<file path="config.mk">
export PLATFORM = sky130hd
export DESIGN_NAME = skbs_ctrl
export DESIGN_NICKNAME = d
export VERILOG_FILES = /design/src/rtl/core/skbs_pkg.sv /design/src/rtl/core/skbs_ctrl.sv
export SDC_FILE = /design/constraint.sdc
export NUM_CORES = 1
export LEC_CHECK = 0
export ABC_AREA = 1
export BUFFER_PORTS_ARGS = -buffer_cell sky130_fd_sc_hd__buf_2
export CAP_MARGIN = 10
export CORE_AREA = 3 3 40 42
export CTS_CLUSTER_SIZE = 24
export DETAILED_ROUTE_END_ITERATION = 10
export DIE_AREA = 0 0 43 45
export SETUP_SLACK_MARGIN = 0.1
export SLEW_MARGIN = 20
export SYNTH_ARGS = -nofsm -noshare
export SYNTH_HDL_FRONTEND = slang
export SYNTH_SLANG_ARGS = --single-unit
</file>
<file path="constraint.sdc">
create_clock -name clk -period 0.9 [get_ports clk]
set_clock_uncertainty 0.05 [all_clocks]
set_input_delay 0.09 -clock clk [delete_from_list [all_inputs] [get_ports clk]]
set_output_delay 0.09 -clock clk [all_outputs]
set_load 0.02 [all_outputs]
</file>
<file path="src/rtl/core/skbs_pkg.sv">
// shared types and constants for the sorted key binary search unit
package skbs_pkg;

    localparam int unsigned IDX_W = 10;
    localparam int unsigned KEY_W = 32;
    localparam int unsigned CNT_W = 11;

    localparam logic OP_WRITE  = 1'b0;
    localparam logic OP_SEARCH = 1'b1;

    typedef struct packed {
        logic                    op;
        logic [IDX_W-1:0]        index;
        logic signed [KEY_W-1:0] key;
    } in_t;

    typedef struct packed {
        logic             found;
        logic [IDX_W-1:0] position;
    } out_t;

    // controller to datapath
    typedef struct packed {
        logic wr;
        logic load;
        logic probe;
        logic step;
        logic emit;
    } cmd_t;

    // datapath to controller
    typedef struct packed {
        logic range_done;
    } status_t;

endpackage

</file>
<file path="src/rtl/core/skbs_ctrl.sv">
// controller state machine for the sorted key binary search unit
module skbs_ctrl (
    input  logic              clk,
    input  logic              rst_n,
    input  logic              in_valid,
    output logic              in_ready,
    input  logic              in_op,
    output logic              out_valid,
    input  logic              out_ready,
    input  skbs_pkg::status_t status,
    output skbs_pkg::cmd_t    cmd
);

    localparam logic [1:0] ST_IDLE  = 2'd0;
    localparam logic [1:0] ST_PROBE = 2'd1;
    localparam logic [1:0] ST_CMP   = 2'd2;
    localparam logic [1:0] ST_DONE  = 2'd3;

    logic [1:0] state_reg;
    logic [1:0] state_next;
    logic       out_valid_reg;
    logic       out_valid_next;
    logic       in_fire;
    logic       out_free;

    assign in_ready  = (state_reg == ST_IDLE);
    assign in_fire   = in_valid && in_ready;
    assign out_valid = out_valid_reg;
    assign out_free  = !out_valid_reg || out_ready;

    always_comb
    begin
        state_next     = state_reg;
        out_valid_next = out_valid_reg && !out_ready;
        cmd            = '0;
        case (state_reg)
            ST_IDLE:
            begin
                if (in_fire)
                begin
                    if (in_op == skbs_pkg::OP_SEARCH)
                    begin
                        cmd.load   = 1'b1;
                        state_next = ST_PROBE;
                    end
                    else
                    begin
                        cmd.wr = 1'b1;
                    end
                end
            end
            ST_PROBE:
            begin
                if (status.range_done)
                begin
                    state_next = ST_DONE;
                end
                else
                begin
                    cmd.probe  = 1'b1;
                    state_next = ST_CMP;
                end
            end
            ST_CMP:
            begin
                cmd.step   = 1'b1;
                state_next = ST_PROBE;
            end
            ST_DONE:
            begin
                // hold the finished search until the output register frees up
                if (out_free)
                begin
                    cmd.emit       = 1'b1;
                    out_valid_next = 1'b1;
                    state_next     = ST_IDLE;
                end
            end
            default:
            begin
                state_next = ST_IDLE;
            end
        endcase
    end

    always_ff @(posedge clk or negedge rst_n)
    begin
        if (!rst_n)
        begin
            state_reg     <= ST_IDLE;
            out_valid_reg <= 1'b0;
        end
        else
        begin
            state_reg     <= state_next;
            out_valid_reg <= out_valid_next;
        end
    end

endmodule

</file>
==> After elaboration in Yosys (flattened, before gate mapping) <==
Index checks and enable logic that the tools add are counted.
{ "word_totals": {"output_inout_bits": 7, "in_bits": 6, "elab_cells": 31, "n_memories": 0, "ramBits": 0, "ff_bits": 3, "latch_bits": 0, "romBits": 0} }
{ "op_classes": {"n_shift": 0, "multipliers": 0, "n_addsub": 0, "reduce_logical": 7, "magnitude_cmp": 0, "n_mux": 16, "div_mod_pow": 0, "n_bitwise": 0, "eq_ne": 6} }
{ "op_table": {"columns": ["operator", "count"], "rows": [
  ["$mux W1", 10],
  ["$mux W2", 5],
  ["$pmux W2 S4", 1],
  ["$eq A2 B2 Y1 const B", 2],
  ["$ne A2 B1 Y1 const B", 2],
  ["$reduce_and A3 Y1", 1],
  ["$eq A2 B1 Y1 const B", 1],
  ["$logic_and A1 B1 Y1", 2],
  ["$logic_not A1 Y1", 2],
  ["$logic_not A2 Y1", 1],
  ["$ne A2 B2 Y1 const B", 1],
  ["$logic_or A1 B1 Y1", 1]
]} }

==> Depth between registers and ports, before layout <==
{ "logic_depth": {"ltp_word": 4, "mapped_depth": 5, "ltp_nobuf": 4} }

==> Least setup slack after synthesis <==
No wires, ideal clock.
{ "synth_path": {"kind": "register to output", "from": "register state_reg[1]", "to": "output port cmd[4] in the netlist's numbering", "path_stages_with_launch": 5, "path_buffers": 1, "path_slack_ns": -0.262, "arrival_ns": 1.022, "required_ns": 0.760, "path_cell_list": "dfrtp_1 clkbuf_2 nor2_4 nand2_1 nor2_1"} }
{ "synth_rtl": {"columns": ["element", "line_no", "rtl"], "rows": [
  ["start: declaration", "skbs_ctrl.sv:19", "logic [1:0] state_reg;"],
  ["start signal: assignment", "skbs_ctrl.sv:95", "state_reg <= state_next;"],
  ["end: declaration", "skbs_ctrl.sv:11", "output skbs_pkg::cmd_t cmd"]
]} }

==> flow_summary_export.csv <==
group,metric,value,unit
sta,finalHoldViolCount,0,
drt,vias_per_cell,3.61,
clock_tree,htree_levels,1,
drt,routed_wl,503,µm
run,maxCapViolCount,0,
synthesis,synthTopCellsByCount,"nand2_1 (7), inv_1 (5), nor2_1 (4)",
final_layout,antennaDiodeCount,0,
setup_path,critPathLaunchType,"flip-flop",
grt,grt_pass1_vias,235,
setup_path,crit_required,0.76,ns
sta,finalSetupViolations,9,
synthesis,yosysUniqueCellTypes,10,
setup_path,critPathMaxFanout,6,
grt,grt_usage,0.0634,
place,gp_congestion,0.716,
outcome,violations,"negative setup slack",
clock_tree,path_clk_slew,0.04,ns
final_layout,nFillCells,143,
synthesis,yosysMostFrequentCell,"nand2_1",
synthesis,synth-compound-area-share,0.0567,
synthesis,synthAdderAreaFrac,0,
pwr,p_leak,0.197,nW
sta,worst_pin_slew,0.161,ns
synthesis,synth_nets,32,
synthesis,synth_edf_count,0,
setup_path,cp_data_arrival_time,1.07,ns
synthesis,synthArstFlopShare,1.00,
final_layout,largest_register_ffs,2,
synthesis,synth-xor-area-share,0,
synthesis,yosys_warnings,0,
synthesis,synth_top_area_share,0.426,
grt,grt_max_degree,7,
die,die_h,45,µm
clock_tree,clock_sink_count,3,
drt,ant_nets,0,
place,dp_cells,55,
sta,tns,-1.86,ns
clock_tree,clkLatencyLatePin,0.23,ns
sta,post-route-period-util,1.35,
die,die_x,43,µm
synthesis,synth_ff_type,"dfrtp_1",
final_layout,fin_nets,54,
sta,setup_ws,-0.312,ns
clock_tree,cts_buffer_depth,2,
die,core_area,1280,µm²
place,place_area,318,µm²
die,ios,13,
drt,dr.pass1.iters,1,
drt,vias,224,
grt,antenna_found_initial,0,
synthesis,avgSynthCellArea,6.79,µm²
clock_tree,root_buffer,"clkbuf_4",
sta,fmax,825,MHz
sta,fin_hold_ws,0.0783,ns
drt,wire_per_inst,8.11,µm
pwr,p_per_area,3600,nW/µm²
synthesis,synth_area_leaders,"dfrtp_1 (43%), nand2_1 (15%), inv_1 (11%), nor2_1 (8.5%), nor2_4 (6.4%)",
outcome,status,"complete, but fails checks",
synthesis,yosysSeqAreaShare,0.426,
place,place_hpwl,370,µm
synthesis,synth_area,176,µm²
die,row_count,13,
die,die_area,1940,µm²
grt,overflow,0,
synthesis,synth_top_area_cell,"dfrtp_1",
clock_tree,numCtsBuffers,3,
setup_path,crit_type,"reg -> out",
final_layout,design_area,404,µm²
place,portBuffers,12,
final_layout,area_growth_syn_to_layout,129,%
final_layout,drive_gt1_frac,0.745,
pwr,power,1.45,mW
clock_tree,cts_tree,"yes",
synthesis,synthMuxAreaShare,0,
sta,maxSlewHeadroom,0.893,
sta,post-route-min-period,1.21,ns
grt,grt_pass1_wl,890,µm
synthesis,syn_inst,26,
synthesis,synthSimpleGateAreaFrac,0.383,
min_path,hp-class,"in -> reg",
place,post-place-ws,-0.182,ns
synthesis,synth_top_family_by_area,"simple AND/OR/NAND/NOR gates",
sta,rsz0062_at_grt,"yes",
setup_path,end_kind,"output pin",
drt,drc,0,
pwr,ir_drop,0.00117,V
die,initial_utilization,0.137,
synthesis,synth_seq_cells,3,
final_layout,final_util,0.315,
sta,report.final.slew_viol_count,0,
drt,drt_iter0_markers,0,
final_layout,stdcell_count,62,
## where the power goes
group          internal [mW]  switching (mW)
Sequential             0.215           0.118
Clock                  0.166          0.0727
Combinational          0.442           0.440
Total                  0.824           0.631
## critical path, cell delays in order, from the launching register on
cell     delay (ns)
dfrtp_2        0.44
nor2_4         0.13
nand2_2        0.07
nor2_4         0.08
buf_6          0.12
## worst paths after layout
path	from	to	slack, ns	cells after the start
worst max register to register	state_reg[1]	state_reg[0]	-0.12	4
worst max-delay path	state_reg[0]	cmd[4]	-0.31	4
worst min-delay path	out_ready	state_reg[1]	0.08	4
min in group asynchronous	rst_n	out_valid	0.14	2
max in group asynchronous	rst_n	state_reg[1]	0.55	2
worst min register to register	out_valid	state_reg[1]	0.59	4
## metal layers
metal  part of all wire  vias to the layer above  wire, µm  global-route usage
met5                  0                        -         0                   0
met4                  0                        0         0              0.0542
met3              0.074                        0        37              0.0239
met2               0.55                        5       279              0.0958
met1               0.37                      100       187              0.0704
li1                   -                      119         -                   -
## area by class of cell
type                    instances  area, µm²  share of cell area
clock buffers                   4       26.3              0.0650
inverters                       5       18.8              0.0464
multi-input cells              17        124               0.307
flip-flops and latches          3       78.8               0.195
well taps                      15       18.8              0.0464
repair buffers                 18        138               0.341
## cell families after synthesis
logic type,Yosys count
AOI/OAI and AO/OA,2
DFF,3
buffers and inverters,6
and+or+nand+nor,15
## repair_timing
action / CTS / global route
buffers inserted: 2 / 0
pin swaps: 5 / 0
cloned: 0 / 0
endpoints found under the hold margin: 3 / 0
hold buffers: 1 / 0
endpoints found under the setup margin: 10 / 10
resized for setup: 12 / 1
## cells in the final DEF, fill, tap and decap left out
cell type and count:
nor2_4 5, nand2_2 1, inv_2 3, buf_4 7, nor3_2 2, clkbuf_4 3
o21ai_0 1, dlygate4sd3_1 1, inv_1 2, nand2_1 6, clkbuf_1 1, a21oi_2 1
buf_6 4, buf_2 6, nand3_1 1, dfrtp_2 3
(Power assumes the default switching activity.)
